--- config.mk ---
export PLATFORM = sky130hd
export DESIGN_NAME = command_selected_waveform_generator_flat
export DESIGN_NICKNAME = d
export VERILOG_FILES = /design/src/rtl/core/cwg_pkg.sv /design/src/rtl/core/cwg_if.sv /design/src/rtl/core/cwg_wave_core.sv /design/src/rtl/core/cwg_out_buf.sv /design/src/rtl/core/command_selected_waveform_generator.sv /design/src/flat_wrapper.sv
export VERILOG_INCLUDE_DIRS = /design/src /design/src/rtl/core
export SDC_FILE = /design/constraint.sdc
export NUM_CORES = 1
export LEC_CHECK = 0
export ABC_AREA = 1
export ABC_CLOCK_PERIOD_IN_PS = 6110
export BUFFER_PORTS_ARGS = -buffer_cell sky130_fd_sc_hd__buf_2
export CORE_ASPECT_RATIO = 1.2
export CORE_UTILIZATION = 48
export CTS_CLUSTER_DIAMETER = 40
export DETAILED_ROUTE_END_ITERATION = 10
export GPL_TIMING_DRIVEN = 0
export PLACE_DENSITY = 0.61
export SLEW_MARGIN = 15
export SYNTH_ARGS = -nofsm -noshare
export SYNTH_HDL_FRONTEND = slang
export SYNTH_SLANG_ARGS = --single-unit
--- constraint.sdc ---
create_clock -name clk -period 6.11 [get_ports clk]
set_input_delay 0.9165 -clock clk [delete_from_list [all_inputs] [get_ports clk]]
set_output_delay 0.9165 -clock clk [all_outputs]
set_load 0.02 [all_outputs]
--- src/rtl/core/command_selected_waveform_generator_defines.svh ---
// ----------------------------------------------------------------------------
// Waveform generator assertion macros
// Clocked property wrappers used by the RTL; empty when SYNTHESIS is set.
// ----------------------------------------------------------------------------
`ifndef COMMAND_SELECTED_WAVEFORM_GENERATOR_DEFINES_SVH
`define COMMAND_SELECTED_WAVEFORM_GENERATOR_DEFINES_SVH

`ifndef SYNTHESIS

// same-cycle implication
`define CWG_ASSERT_SAME(label, clk, rst_n, ante, cons) \
    label: assert property (@(posedge clk) disable iff (!rst_n) (ante) |-> (cons)) \
        else $error("cwg assertion failed");

// next-cycle implication
`define CWG_ASSERT_NEXT(label, clk, rst_n, ante, cons) \
    label: assert property (@(posedge clk) disable iff (!rst_n) (ante) |=> (cons)) \
        else $error("cwg assertion failed");

`else

`define CWG_ASSERT_SAME(label, clk, rst_n, ante, cons)
`define CWG_ASSERT_NEXT(label, clk, rst_n, ante, cons)

`endif

`endif

--- src/rtl/core/cwg_pkg.sv ---
// ----------------------------------------------------------------------------
// Waveform generator package
// Widths, mode and announce codes, command characters and the sine table.
// ----------------------------------------------------------------------------
package cwg_pkg;

    localparam int TABLE_DEPTH = 256;
    localparam int LEVEL_W     = 8;
    localparam int INDEX_W     = $clog2(2 * TABLE_DEPTH);
    localparam int DELAY_W     = 16;
    localparam int ANN_W       = 3;
    localparam int CFG_IDX_W   = 1;

    localparam logic [INDEX_W-1:0] LEN_SHORT = INDEX_W'(TABLE_DEPTH);
    localparam logic [INDEX_W-1:0] LEN_LONG  = INDEX_W'(2 * TABLE_DEPTH - 1);

    localparam logic [DELAY_W-1:0] SLOW_DELAY_RST = 16'd5150;
    localparam logic [DELAY_W-1:0] FAST_DELAY_RST = 16'd2550;

    localparam logic [CFG_IDX_W-1:0] REG_SLOW_DELAY = 1'b0;
    localparam logic [CFG_IDX_W-1:0] REG_FAST_DELAY = 1'b1;

    localparam logic [1:0] MODE_SINE   = 2'd0;
    localparam logic [1:0] MODE_TRI    = 2'd1;
    localparam logic [1:0] MODE_SQUARE = 2'd2;
    localparam logic [1:0] MODE_SAW    = 2'd3;

    localparam logic [ANN_W-1:0] ANN_NONE   = 3'd0;
    localparam logic [ANN_W-1:0] ANN_SINE   = 3'd1;
    localparam logic [ANN_W-1:0] ANN_TRI    = 3'd2;
    localparam logic [ANN_W-1:0] ANN_SQUARE = 3'd3;
    localparam logic [ANN_W-1:0] ANN_SAW    = 3'd4;

    localparam logic [7:0] CHAR_SINE   = 8'h73; // 's'
    localparam logic [7:0] CHAR_TRI    = 8'h74; // 't'
    localparam logic [7:0] CHAR_SQUARE = 8'h71; // 'q'
    localparam logic [7:0] CHAR_SAW    = 8'h72; // 'r'

    localparam logic KIND_TICK = 1'b0;
    localparam logic KIND_CMD  = 1'b1;

    localparam logic [LEVEL_W-1:0] LEVEL_HIGH = 8'hFF;
    localparam logic [LEVEL_W-1:0] LEVEL_LOW  = 8'h00;

    typedef struct packed {
        logic         kind;
        logic [7:0]   rx_byte;
    } item_t;

    typedef struct packed {
        logic [LEVEL_W-1:0] dac_level;
        logic               sample_strobe;
        logic [ANN_W-1:0]   announce;
    } result_t;

    typedef struct packed {
        logic [INDEX_W-1:0] sample_index;
        logic [DELAY_W-1:0] hold_count;
    } core_stat_t;

    typedef struct packed {
        logic out_valid;
        logic skid_valid;
    } buf_stat_t;

    localparam logic [LEVEL_W-1:0] SINE_ROM [TABLE_DEPTH] = '{
        8'd128, 8'd131, 8'd134, 8'd137, 8'd140, 8'd143, 8'd146, 8'd149,
        8'd152, 8'd156, 8'd159, 8'd162, 8'd165, 8'd168, 8'd171, 8'd174,
        8'd176, 8'd179, 8'd182, 8'd185, 8'd188, 8'd191, 8'd193, 8'd196,
        8'd199, 8'd201, 8'd204, 8'd206, 8'd209, 8'd211, 8'd213, 8'd216,
        8'd218, 8'd220, 8'd222, 8'd224, 8'd226, 8'd228, 8'd230, 8'd232,
        8'd234, 8'd235, 8'd237, 8'd239, 8'd240, 8'd242, 8'd243, 8'd244,
        8'd246, 8'd247, 8'd248, 8'd249, 8'd250, 8'd251, 8'd251, 8'd252,
        8'd253, 8'd253, 8'd254, 8'd254, 8'd254, 8'd255, 8'd255, 8'd255,
        8'd255, 8'd255, 8'd255, 8'd255, 8'd254, 8'd254, 8'd253, 8'd253,
        8'd252, 8'd252, 8'd251, 8'd250, 8'd249, 8'd248, 8'd247, 8'd246,
        8'd245, 8'd244, 8'd242, 8'd241, 8'd239, 8'd238, 8'd236, 8'd235,
        8'd233, 8'd231, 8'd229, 8'd227, 8'd225, 8'd223, 8'd221, 8'd219,
        8'd217, 8'd215, 8'd212, 8'd210, 8'd207, 8'd205, 8'd202, 8'd200,
        8'd197, 8'd195, 8'd192, 8'd189, 8'd186, 8'd184, 8'd181, 8'd178,
        8'd175, 8'd172, 8'd169, 8'd166, 8'd163, 8'd160, 8'd157, 8'd154,
        8'd151, 8'd148, 8'd145, 8'd142, 8'd138, 8'd135, 8'd132, 8'd129,
        8'd126, 8'd123, 8'd120, 8'd117, 8'd113, 8'd110, 8'd107, 8'd104,
        8'd101, 8'd98,  8'd95,  8'd92,  8'd89,  8'd86,  8'd83,  8'd80,
        8'd77,  8'd74,  8'd71,  8'd69,  8'd66,  8'd63,  8'd60,  8'd58,
        8'd55,  8'd53,  8'd50,  8'd48,  8'd45,  8'd43,  8'd40,  8'd38,
        8'd36,  8'd34,  8'd32,  8'd30,  8'd28,  8'd26,  8'd24,  8'd22,
        8'd20,  8'd19,  8'd17,  8'd16,  8'd14,  8'd13,  8'd11,  8'd10,
        8'd9,   8'd8,   8'd7,   8'd6,   8'd5,   8'd4,   8'd3,   8'd3,
        8'd2,   8'd2,   8'd1,   8'd1,   8'd0,   8'd0,   8'd0,   8'd0,
        8'd0,   8'd0,   8'd0,   8'd1,   8'd1,   8'd1,   8'd2,   8'd2,
        8'd3,   8'd4,   8'd4,   8'd5,   8'd6,   8'd7,   8'd8,   8'd9,
        8'd11,  8'd12,  8'd13,  8'd15,  8'd16,  8'd18,  8'd20,  8'd21,
        8'd23,  8'd25,  8'd27,  8'd29,  8'd31,  8'd33,  8'd35,  8'd37,
        8'd39,  8'd42,  8'd44,  8'd46,  8'd49,  8'd51,  8'd54,  8'd56,
        8'd59,  8'd62,  8'd64,  8'd67,  8'd70,  8'd73,  8'd76,  8'd79,
        8'd81,  8'd84,  8'd87,  8'd90,  8'd93,  8'd96,  8'd99,  8'd103,
        8'd106, 8'd109, 8'd112, 8'd115, 8'd118, 8'd121, 8'd124, 8'd128
    };

    function automatic logic [INDEX_W-1:0] period_len(input logic [1:0] mode);
        logic [INDEX_W-1:0] len;
        if (mode == MODE_TRI || mode == MODE_SQUARE)
        begin
            len = LEN_LONG;
        end
        else
        begin
            len = LEN_SHORT;
        end
        return len;
    endfunction

    function automatic logic [LEVEL_W-1:0] sample_level(
        input logic [1:0]         mode,
        input logic [INDEX_W-1:0] idx
    );
        logic               first_half;
        logic [INDEX_W-1:0] down;
        logic [LEVEL_W-1:0] lvl;
        first_half = (idx < LEN_SHORT);
        down       = LEN_LONG - idx;
        case (mode)
            MODE_SINE:   lvl = SINE_ROM[idx[LEVEL_W-1:0]];
            MODE_TRI:    lvl = first_half ? idx[LEVEL_W-1:0] : down[LEVEL_W-1:0];
            MODE_SQUARE: lvl = first_half ? LEVEL_HIGH : LEVEL_LOW;
            default:     lvl = idx[LEVEL_W-1:0];
        endcase
        return lvl;
    endfunction

endpackage

--- src/rtl/core/cwg_if.sv ---
// ----------------------------------------------------------------------------
// Waveform generator channel interfaces
// Valid/ready channels for input beats and result beats.
// ----------------------------------------------------------------------------
interface cwg_in_if;
    logic       valid;
    logic       ready;
    logic       kind;
    logic [7:0] rx_byte;

    modport source (output valid, output kind, output rx_byte, input ready);
    modport sink   (input valid, input kind, input rx_byte, output ready);
endinterface

interface cwg_out_if;
    logic                          valid;
    logic                          ready;
    logic [cwg_pkg::LEVEL_W-1:0]   dac_level;
    logic                          sample_strobe;
    logic [cwg_pkg::ANN_W-1:0]     announce;

    modport source (output valid, output dac_level, output sample_strobe,
                    output announce, input ready);
    modport sink   (input valid, input dac_level, input sample_strobe,
                    input announce, output ready);
endinterface

--- src/rtl/core/cwg_wave_core.sv ---
// ----------------------------------------------------------------------------
// Waveform generator state core
// Delay registers, mode, sample index and hold counter; one beat per cycle while accept is high.
// ----------------------------------------------------------------------------
module cwg_wave_core
(
    input  logic                             clk,
    input  logic                             rst_n,
    input  logic                             cfg_we,
    input  logic [cwg_pkg::CFG_IDX_W-1:0]    cfg_index,
    input  logic [cwg_pkg::DELAY_W-1:0]      cfg_data,
    input  logic                             accept,
    input  cwg_pkg::item_t                   item,
    output cwg_pkg::result_t                 result,
    output cwg_pkg::core_stat_t              stat
);

    logic [cwg_pkg::DELAY_W-1:0] slow_delay_reg;
    logic [cwg_pkg::DELAY_W-1:0] fast_delay_reg;
    logic [1:0]                  wave_mode_reg;
    logic [1:0]                  wave_mode_next;
    logic [1:0]                  pending_mode_reg;
    logic [1:0]                  pending_mode_next;
    logic [cwg_pkg::INDEX_W-1:0] sample_index_reg;
    logic [cwg_pkg::INDEX_W-1:0] sample_index_next;
    logic [cwg_pkg::DELAY_W-1:0] hold_count_reg;
    logic [cwg_pkg::DELAY_W-1:0] hold_count_next;
    logic [cwg_pkg::LEVEL_W-1:0] level_reg;
    logic [cwg_pkg::LEVEL_W-1:0] level_next;

    logic [1:0]                  mode_eff;
    logic [cwg_pkg::INDEX_W-1:0] len;
    logic [cwg_pkg::INDEX_W-1:0] idx_eff;
    logic [cwg_pkg::INDEX_W-1:0] idx_inc;
    logic [cwg_pkg::DELAY_W-1:0] delay_sel;
    logic [cwg_pkg::ANN_W-1:0]   announce;
    logic                        strobe;

    always_ff @(posedge clk or negedge rst_n)
    begin
        if (!rst_n)
        begin
            slow_delay_reg <= cwg_pkg::SLOW_DELAY_RST;
            fast_delay_reg <= cwg_pkg::FAST_DELAY_RST;
        end
        else if (cfg_we)
        begin
            unique case (cfg_index)
                cwg_pkg::REG_SLOW_DELAY: slow_delay_reg <= cfg_data;
                cwg_pkg::REG_FAST_DELAY: fast_delay_reg <= cfg_data;
                default: ;
            endcase
        end
    end

    always_comb
    begin
        mode_eff  = (sample_index_reg == '0) ? pending_mode_reg : wave_mode_reg;
        len       = cwg_pkg::period_len(mode_eff);
        idx_eff   = (sample_index_reg >= len) ? '0 : sample_index_reg;
        idx_inc   = idx_eff + 1'b1;
        delay_sel = (mode_eff == cwg_pkg::MODE_TRI || mode_eff == cwg_pkg::MODE_SQUARE)
                    ? fast_delay_reg : slow_delay_reg;

        wave_mode_next    = wave_mode_reg;
        pending_mode_next = pending_mode_reg;
        sample_index_next = sample_index_reg;
        hold_count_next   = hold_count_reg;
        level_next        = level_reg;
        announce          = cwg_pkg::ANN_NONE;
        strobe            = 1'b0;

        if (item.kind == cwg_pkg::KIND_CMD)
        begin
            unique case (item.rx_byte)
                cwg_pkg::CHAR_SINE:
                begin
                    pending_mode_next = cwg_pkg::MODE_SINE;
                    announce          = cwg_pkg::ANN_SINE;
                end
                cwg_pkg::CHAR_TRI:
                begin
                    pending_mode_next = cwg_pkg::MODE_TRI;
                    announce          = cwg_pkg::ANN_TRI;
                end
                cwg_pkg::CHAR_SQUARE:
                begin
                    pending_mode_next = cwg_pkg::MODE_SQUARE;
                    announce          = cwg_pkg::ANN_SQUARE;
                end
                cwg_pkg::CHAR_SAW:
                begin
                    pending_mode_next = cwg_pkg::MODE_SAW;
                    announce          = cwg_pkg::ANN_SAW;
                end
                default: ;
            endcase
        end
        else if (hold_count_reg == '0)
        begin
            wave_mode_next    = mode_eff;
            level_next        = cwg_pkg::sample_level(mode_eff, idx_eff);
            strobe            = 1'b1;
            // zero delay behaves as one
            hold_count_next   = (delay_sel == '0) ? '0 : delay_sel - 1'b1;
            sample_index_next = (idx_inc >= len) ? '0 : idx_inc;
        end
        else
        begin
            hold_count_next = hold_count_reg - 1'b1;
        end
    end

    always_ff @(posedge clk or negedge rst_n)
    begin
        if (!rst_n)
        begin
            wave_mode_reg    <= cwg_pkg::MODE_SAW;
            pending_mode_reg <= cwg_pkg::MODE_SAW;
            sample_index_reg <= '0;
            hold_count_reg   <= '0;
            level_reg        <= '0;
        end
        else if (accept)
        begin
            wave_mode_reg    <= wave_mode_next;
            pending_mode_reg <= pending_mode_next;
            sample_index_reg <= sample_index_next;
            hold_count_reg   <= hold_count_next;
            level_reg        <= level_next;
        end
    end

    assign result.dac_level     = level_next;
    assign result.sample_strobe = strobe;
    assign result.announce      = announce;

    assign stat.sample_index = sample_index_reg;
    assign stat.hold_count   = hold_count_reg;

endmodule

--- src/rtl/core/cwg_out_buf.sv ---
// ----------------------------------------------------------------------------
// Waveform generator result buffer
// Output register plus skid stage; decouples result ready from input ready.
// ----------------------------------------------------------------------------
module cwg_out_buf
(
    input  logic                clk,
    input  logic                rst_n,
    input  logic                push,
    input  cwg_pkg::result_t    push_data,
    output logic                push_ready,
    output logic                out_valid,
    input  logic                out_ready,
    output cwg_pkg::result_t    out_data,
    output cwg_pkg::buf_stat_t  stat
);

    logic             out_valid_reg;
    logic             out_valid_next;
    logic             skid_valid_reg;
    logic             skid_valid_next;
    cwg_pkg::result_t out_data_reg;
    cwg_pkg::result_t out_data_next;
    cwg_pkg::result_t skid_data_reg;
    cwg_pkg::result_t skid_data_next;

    always_comb
    begin
        out_valid_next  = out_valid_reg;
        skid_valid_next = skid_valid_reg;
        out_data_next   = out_data_reg;
        skid_data_next  = skid_data_reg;
        if (!out_valid_reg || out_ready)
        begin
            if (skid_valid_reg)
            begin
                out_data_next   = skid_data_reg;
                out_valid_next  = 1'b1;
                skid_valid_next = 1'b0;
            end
            else
            begin
                out_data_next  = push_data;
                out_valid_next = push;
            end
        end
        else if (push)
        begin
            skid_data_next  = push_data;
            skid_valid_next = 1'b1;
        end
    end

    always_ff @(posedge clk or negedge rst_n)
    begin
        if (!rst_n)
        begin
            out_valid_reg  <= 1'b0;
            skid_valid_reg <= 1'b0;
        end
        else
        begin
            out_valid_reg  <= out_valid_next;
            skid_valid_reg <= skid_valid_next;
        end
    end

    always_ff @(posedge clk)
    begin
        out_data_reg  <= out_data_next;
        skid_data_reg <= skid_data_next;
    end

    assign push_ready      = !skid_valid_reg;
    assign out_valid       = out_valid_reg;
    assign out_data        = out_data_reg;
    assign stat.out_valid  = out_valid_reg;
    assign stat.skid_valid = skid_valid_reg;

endmodule

--- src/rtl/core/command_selected_waveform_generator.sv ---
// ----------------------------------------------------------------------------
// Command-selected waveform generator
// Tick and command beats drive an 8-bit DAC level: sine, triangle, square
// or sawtooth, with per-sample hold counts from two delay registers.
//
//   channel  dir  signals                                  role
//   cmd      in   valid ready kind rx_byte                 tick or command byte
//   dac      out  valid ready dac_level sample_strobe ann. one result per beat
//   cfg      in   cfg_we cfg_index cfg_data                delay register write
//
// One beat per cycle while cmd.ready is high; each result is registered.
// The state core registers hold counter and index on each accepted beat.
// A two-entry result buffer keeps cmd.ready high while the dac side stalls
// with one entry free; cmd.ready drops only once both entries hold results.
// Reset: delays 5150/2550, sawtooth, index and hold count 0, buffer empty.
// ----------------------------------------------------------------------------
`include "command_selected_waveform_generator_defines.svh"

module command_selected_waveform_generator
(
    input  logic                           clk,
    input  logic                           rst_n,
    input  logic                           cfg_we,
    input  logic [cwg_pkg::CFG_IDX_W-1:0]  cfg_index,
    input  logic [cwg_pkg::DELAY_W-1:0]    cfg_data,
    cwg_in_if.sink                         cmd,
    cwg_out_if.source                      dac
);

    cwg_pkg::item_t      item;
    cwg_pkg::result_t    core_result;
    cwg_pkg::result_t    out_data;
    cwg_pkg::core_stat_t core_stat;
    cwg_pkg::buf_stat_t  buf_stat;
    logic                accept;
    logic                buf_ready;

    assign item.kind    = cmd.kind;
    assign item.rx_byte = cmd.rx_byte;
    assign accept       = cmd.valid && buf_ready;
    assign cmd.ready    = buf_ready;

    cwg_wave_core u_core
    (
        .clk       (clk),
        .rst_n     (rst_n),
        .cfg_we    (cfg_we),
        .cfg_index (cfg_index),
        .cfg_data  (cfg_data),
        .accept    (accept),
        .item      (item),
        .result    (core_result),
        .stat      (core_stat)
    );

    cwg_out_buf u_buf
    (
        .clk        (clk),
        .rst_n      (rst_n),
        .push       (accept),
        .push_data  (core_result),
        .push_ready (buf_ready),
        .out_valid  (dac.valid),
        .out_ready  (dac.ready),
        .out_data   (out_data),
        .stat       (buf_stat)
    );

    assign dac.dac_level     = out_data.dac_level;
    assign dac.sample_strobe = out_data.sample_strobe;
    assign dac.announce      = out_data.announce;

    `CWG_ASSERT_SAME(a_strobe_on_tick, clk, rst_n, core_result.sample_strobe, item.kind == cwg_pkg::KIND_TICK)
    `CWG_ASSERT_SAME(a_ann_no_strobe, clk, rst_n, core_result.announce != cwg_pkg::ANN_NONE, !core_result.sample_strobe)
    `CWG_ASSERT_SAME(a_skid_behind_out, clk, rst_n, buf_stat.skid_valid, buf_stat.out_valid)
    `CWG_ASSERT_NEXT(a_hold_countdown, clk, rst_n, accept && item.kind == cwg_pkg::KIND_TICK && core_stat.hold_count != '0, core_stat.hold_count == $past(core_stat.hold_count) - 1'b1)

endmodule

--- src/flat_wrapper.sv ---
// flat-port wrapper written by rule: the top's interface ports become plain ports
module command_selected_waveform_generator_flat 
  (clk, rst_n, cfg_we, cfg_index, cfg_data, cmd_valid, cmd_kind, cmd_rx_byte, cmd_ready, dac_valid, dac_dac_level, dac_sample_strobe, dac_announce, dac_ready);
  cwg_in_if cmd_i ();
  cwg_out_if dac_i ();
  input  logic clk;
  input  logic rst_n;
  input  logic cfg_we;
  input  logic [cwg_pkg::CFG_IDX_W-1:0] cfg_index;
  input  logic [cwg_pkg::DELAY_W-1:0] cfg_data;
  input wire logic [$bits(cmd_i.valid)-1:0] cmd_valid;
  input wire logic [$bits(cmd_i.kind)-1:0] cmd_kind;
  input wire logic [$bits(cmd_i.rx_byte)-1:0] cmd_rx_byte;
  output wire logic [$bits(cmd_i.ready)-1:0] cmd_ready;
  output wire logic [$bits(dac_i.valid)-1:0] dac_valid;
  output wire logic [$bits(dac_i.dac_level)-1:0] dac_dac_level;
  output wire logic [$bits(dac_i.sample_strobe)-1:0] dac_sample_strobe;
  output wire logic [$bits(dac_i.announce)-1:0] dac_announce;
  input wire logic [$bits(dac_i.ready)-1:0] dac_ready;
  assign cmd_i.valid = cmd_valid;
  assign cmd_i.kind = cmd_kind;
  assign cmd_i.rx_byte = cmd_rx_byte;
  assign cmd_ready = cmd_i.ready;
  assign dac_valid = dac_i.valid;
  assign dac_dac_level = dac_i.dac_level;
  assign dac_sample_strobe = dac_i.sample_strobe;
  assign dac_announce = dac_i.announce;
  assign dac_i.ready = dac_ready;
  command_selected_waveform_generator u_core (.clk(clk), .rst_n(rst_n), .cfg_we(cfg_we), .cfg_index(cfg_index), .cfg_data(cfg_data), .cmd(cmd_i), .dac(dac_i));
endmodule
After elaboration in Yosys (flattened, before gate mapping)

Memory sizes are Yosys's and may differ from the RTL's.
Index checks and enable logic that the tools add are counted.

Logic and storage cells: 74
Input port bits: 31
Memory bits (read-only): 2048
Register bits: 95
Memories kept: 1

Reductions and logical operators: 17
Bitwise operators: 4
Equality and inequality tests: 6
Multiplexer cells: 23
Add/subtract/negate cells: 4
Order comparisons: 4

Memories:

| memory          | words | width | read ports | clocked after memory_dff | write ports | RTL line       | text |
|---|---|---|---|---|---|---|---|
| (no name shown) | 256   | 8     | 1          | 0                        | 0           | cwg_pkg.sv:124 | `MODE_SINE: lvl = SINE_ROM[idx[LEVEL_W-1:0]];` |

Operator list:

| cell                  | count |
|---|---|
| $mux 8                | 7 |
| $mux 16               | 3 |
| $eq 8x7->1 const B    | 4 |
| $logic_not 16->1      | 2 |
| $sub 16x1->16 const B | 2 |
| $pmux 8 s3            | 1 |
| $ge 9x9->1            | 2 |
| $mux 9                | 2 |
| $mux 12               | 1 |
| $pmux 3 s4            | 1 |
| $add 9x1->9 const B   | 1 |
| $ge 9x9->1 const B    | 1 |
| $logic_not 9->1       | 1 |
| $lt 9x9->1 const B    | 1 |
| $not 8->9             | 1 |
| $pmux 2 s4            | 1 |
| $reduce_and 2->1      | 4 |
| $sub 8x8->8 const A   | 1 |
| $reduce_and 3->1      | 2 |
| $mux 1                | 5 |
| $reduce_bool 4->1     | 1 |
| $mux 3                | 1 |
| $not 1->1             | 3 |
| $eq 2x1->1 const B    | 1 |
| 7 further kinds       | 9 |

Logic depth before layout (Yosys ltp)

Depth after elaboration: 15
Mapped depth: 37

By module

A second synthesis with hierarchy kept.

Cell total of the unflattened synthesis: 1151
Area, all modules: 7524.7 um2

By module, submodules not included:

| module                              | area an instance (um2) | cells each | times used | seq. area each (um2) |
|---|---|---|---|---|
| cwg_wave_core                       | 6547.5                 | 1075       | 1          | 1749.2 |
| cwg_out_buf                         | 969.7                  | 74         | 1          | 770.7 |
| command_selected_waveform_generator | 7.5                    | 2          | 1          | 0.0 |

Least setup slack after synthesis

No wires, ideal clock.

Path kind: flip-flop to flip-flop
Start: reg u_core.u_core.sample_index_reg[5] (netlist bit)
End: reg u_core.u_core.sample_index_reg[6] (netlist bit)
Path slack: 1.179 ns
Required time: 5.978 ns
Arrival: 4.800 ns
Cell stages (with the launch flop): 34
Cell sequence: dfrtp_1 buf_2 inv_1 nand2_1 nor4_1 nand4_1 o21a_1 ha_1 inv_1 clkbuf_1 ha_1 nor2_1 nand2_1 nand2_2 buf_6 nand2_1 inv_1 ha_1 inv_1 ha_1 nand2_1 inv_1 nor2_1 nand2_1 o21ai_0 a21oi_1 a21oi_1 o21ai_1 nand2_1 nand2_1 nand2_2 nand3_4 nand2_1 o21ai_0

Word-level cells in the longest chain between the ends: 10
Elaborated cells between the ends (all ways): 11
Classes of those cells: add/sub (1); order compare (2); eq/ne (2); mux (4); reduce/logical (2)

RTL lines:

| element                                         | RTL line             | text |
|---|---|---|
| start, declared                                 | cwg_wave_core.sv:24  | `logic [cwg_pkg::INDEX_W-1:0] sample_index_reg;` |
| start signal, assigned                          | cwg_wave_core.sv:128 | `sample_index_reg <= sample_index_next;` |
| $logic_not 9->1 *                               | cwg_wave_core.sv:58  | `mode_eff = (sample_index_reg == '0) ? pending_mode_reg : wave_mode_reg;` |
| $mux 2 *                                        | cwg_wave_core.sv:58  |  |
| net u_core.u_core.mode_eff[1]                   | cwg_wave_core.sv:31  | `logic [1:0] mode_eff;` |
| $eq 2x1->1 / $eq 2x2->1 (equally long branches) | cwg_pkg.sv:103       | `if (mode == MODE_TRI \|\| mode == MODE_SQUARE)` |
| $logic_or 1x1->1 *                              | cwg_pkg.sv:103       |  |
| $mux 8 *                                        | cwg_pkg.sv:103       |  |
| $ge 9x9->1                                      | cwg_wave_core.sv:60  | `idx_eff = (sample_index_reg >= len) ? '0 : sample_index_reg;` |
| $mux 9                                          | cwg_wave_core.sv:60  |  |
| $add 9x1->9                                     | cwg_wave_core.sv:61  | `idx_inc = idx_eff + 1'b1;` |
| $ge 9x9->1                                      | cwg_wave_core.sv:106 | `sample_index_next = (idx_inc >= len) ? '0 : idx_inc;` |
| $mux 9 *                                        | cwg_wave_core.sv:106 |  |

Mark *: on every way through the listed nets, which the timed path passes. The rest lies on a longest branch.
A chain may end at the register's enable or synchronous reset.

Worst setup path in the final report

Start: reg u_core.u_core.sample_index_reg[5] (netlist bit)
End: reg u_core.u_core.sample_index_reg[7] (netlist bit)

The elaborated chain is that of the path after synthesis.

==> results.yml <==
status:
  run_status: "finished clean"
layout:
  stdcell_area_um2: 8230
  final_cell_count_no_fill: 1378
  drive_above_1_share_pct: 12.2
  num-fill-cells: 1542
  syn2layout_area_growth_pct: 11.6
  antenna_cells_inserted: 0
  fin_nets: 1224
  final_core_utilization_pct: 54.8
synth:
  synth.cells.most_frequent: "nand2_1, inv_1, o21ai_0, nor2_1, nand3_1"
  syn-mean-instance-area_um2: 6.64
  yosysMostFrequentCell: "nand2_1"
  yosysTopAreaCellShare_pct: 18.0
  synth_top_area_cell: "dfrtp_1"
  syn-num-nets: 1166
  synth_async_sr_flop_share_pct: 74.7
  yosys_warnings: 0
  synth_enable_flop_cells: 24
  syn-instance-count: 1111
  synth.cell_area_um2: 7370
  synth_area_leaders: "dfrtp_1, nand2_1, edfxtp_1"
  seq_area_frac_synth_pct: 34.2
  yosys_most_used_dff: "dfrtp_1"
  synthDistinctLibCells: 44
  synth.ff_latch_count: 95
sta:
  final.hold.worst_slack_ns: 0.483
  report.final.slew_viol_count: 0
  final.period_utilization_pct: 92.8
  worst_slew_pin_slew_ns: 1.26
  fmax_mhz: 176
  timing.final.hold_violations: 0
  clock_skew_ns: 0.00858
  timing.setup.tns_ns: 0
  final-setup-viol-count: 0
  final.min_clock_period_ns: 5.67
  unrepaired_setup_endpoints_after_global_routing: "false"
  timing.slew.headroom_pct: 15.4
job:
  drv_cap: 0
critical_path:
  cp_slowest_stage_delay_ns: 0.41
  critPathArrivalTime_ns: 5.90
  critical_path.top_delay_family: "simple AND/OR/NAND/NOR gates"
  cp_slowest_cell: "ha_2"
  cp_max_fo: 12
  critPathKind: "register to register"
  path_common_cell: "nand2_1"
  startpoint_type: "register"
  critical_path_buf_inv_count: 8
  end_kind: "register"
  cp_data_required_time_ns: 6.34
floorplan:
  die_area_um2: 15900
  io_pins: 45
  die_w_um: 115
  die_h_um: 138
  start_util_pct: 49.1
  rows: 49
  core_region_area_um2: 15000
global_route:
  first_pass_grt_wire_length_mm: 39.8
  total_gr_overflow: 0
  grt_pass1_vias: 7299
  largest_net_degree_at_the_start_of_global_routing: 40
  antenna_found_initial: 0
  grt.total_usage_pct: 33.5
clocking:
  cts_num_sinks: 95
  htree_num_levels: 3
  cts_made_buffers: 9
  tritoncts: "done"
  clkLatencyLatePin_ns: 0.36
  ctsLongestPathBuffers: 2
  cts.clk_slew.worst_paths_ns: 0.08
  ctsRootBufferMaster: "clkbuf_16"
place:
  placement_cell_area_um2: 7870
  globalplace.congestion: 1.01
  dp_hpwl_mm: 18.3
  port_buffers: 44
  dp_cells: 1360
routing:
  firstDrtPassIters: 6
  drtIter0Drc: 757
  via_count: 7789
  vias_per_cell: 5.65
  drt-total-wl_mm: 24.9
  wl_per_cell_um: 18.1
  drc: 0
  route.antenna.remaining_nets: 0
power_and_ir_drop:
  vdd.ir_drop.worst_mv: 0.230
  p_per_area_nw_per_um2: 187
  power_leakage_nw: 4.04
min_path:
  timing.hold.worst.class: "register to register"
## cells in the final DEF (no fill, tap or decap), types with 14 or more instances in the layout
master    Yosys  routed
dfrtp_1      53      53
nor2_1       94      94
dfstp_2      18      18
a21oi_1      65      65
ha_1         24      22
nand3_1      90      89
o21ai_0     105     105
buf_2        17      60
nand4_1      16      16
edfxtp_1     24      24
nor3_1       15      15
nand2_1     337     335
xor2_1       14      14
inv_1       124     121
## cell type report
type	count	area [um^2]	area share, %
buffer	44	243	2.95
clock buffer	9	225	2.74
clock inverter	7	78.8	0.958
inverter	132	503	6.11
multi-input combinational	839	4140	50.3
sequential	95	2520	30.6
tap	204	255	3.10
timing repair buffer	48	265	3.22
## metrics by stage
stage          power, mW  setup WS (ns)
3_3_place_gp       0.970         -0.631
2_1_floorplan      0.903           1.18
6_report            1.54          0.437
3_5_place_dp       0.976         -0.578
5_1_grt             1.61         0.0478
4_1_cts             1.55        0.00784
## worst paths after layout
check | endpoint | slack, ns | cells past startpoint | start
max in group asynchronous | u_core.u_core.wave_mode_reg[1] | 4.98 | 2 | rst_n
worst min-delay path | u_core.u_core.slow_delay_reg[5] | 0.48 | 2 | u_core.u_core.slow_delay_reg[5]
min in group asynchronous | u_core.u_core.fast_delay_reg[15] | 0.50 | 1 | rst_n
worst max-delay path | u_core.u_core.sample_index_reg[7] | 0.44 | 33 | u_core.u_core.sample_index_reg[5]
worst max register to register | u_core.u_core.sample_index_reg[7] | 0.44 | 33 | u_core.u_core.sample_index_reg[5]
worst min register to register | u_core.u_core.slow_delay_reg[5] | 0.48 | 2 | u_core.u_core.slow_delay_reg[5]
## logic make-up (layout without fill, tap and decap cells)
family	Yosys count	in the layout	synth area share [%]
adders and majority gates	24	24	4.07
DFF	95	95	34.2
AOI/OAI and AO/OA	212	212	15.5
xor gates and xnor gates	16	16	1.90
and+or+nand+nor	580	580	33.4
buffers and inverters	177	240	10.0
muxes	7	7	0.950
## where the power goes
group,total (mW),switching (mW),leakage (nW),internal [mW]
clock network,0.573,0.283,0.148,0.290
logic,0.207,0.131,2.84,0.0754
registers,0.757,0.0362,1.04,0.721
## tightest hold or removal path, delay by kind of cell, from the launching register on
kind	cells	cell delay [ns]
AOI/OAI and AO/OA	1	0.06
DFF	1	0.34
and+or+nand+nor	1	0.05
## timing repair
action	4_1_cts	5_1_grt
buffers inserted	3	0
resized for setup	3	10
hold buffers	0	0
endpoints found under the setup margin	26	24
pin swaps	0	1
## metal layers
metal / global-route usage, % / up-vias / part of all wire [%]
li1: - / 3767 / -
met1: 41.2 / 3568 / 40
met2: 55.5 / 360 / 47
met3: 6.60 / 94 / 7.5
met4: 17.7 / 0 / 5.0
met5: 0 / - / 0
(Power assumes the default switching activity.)
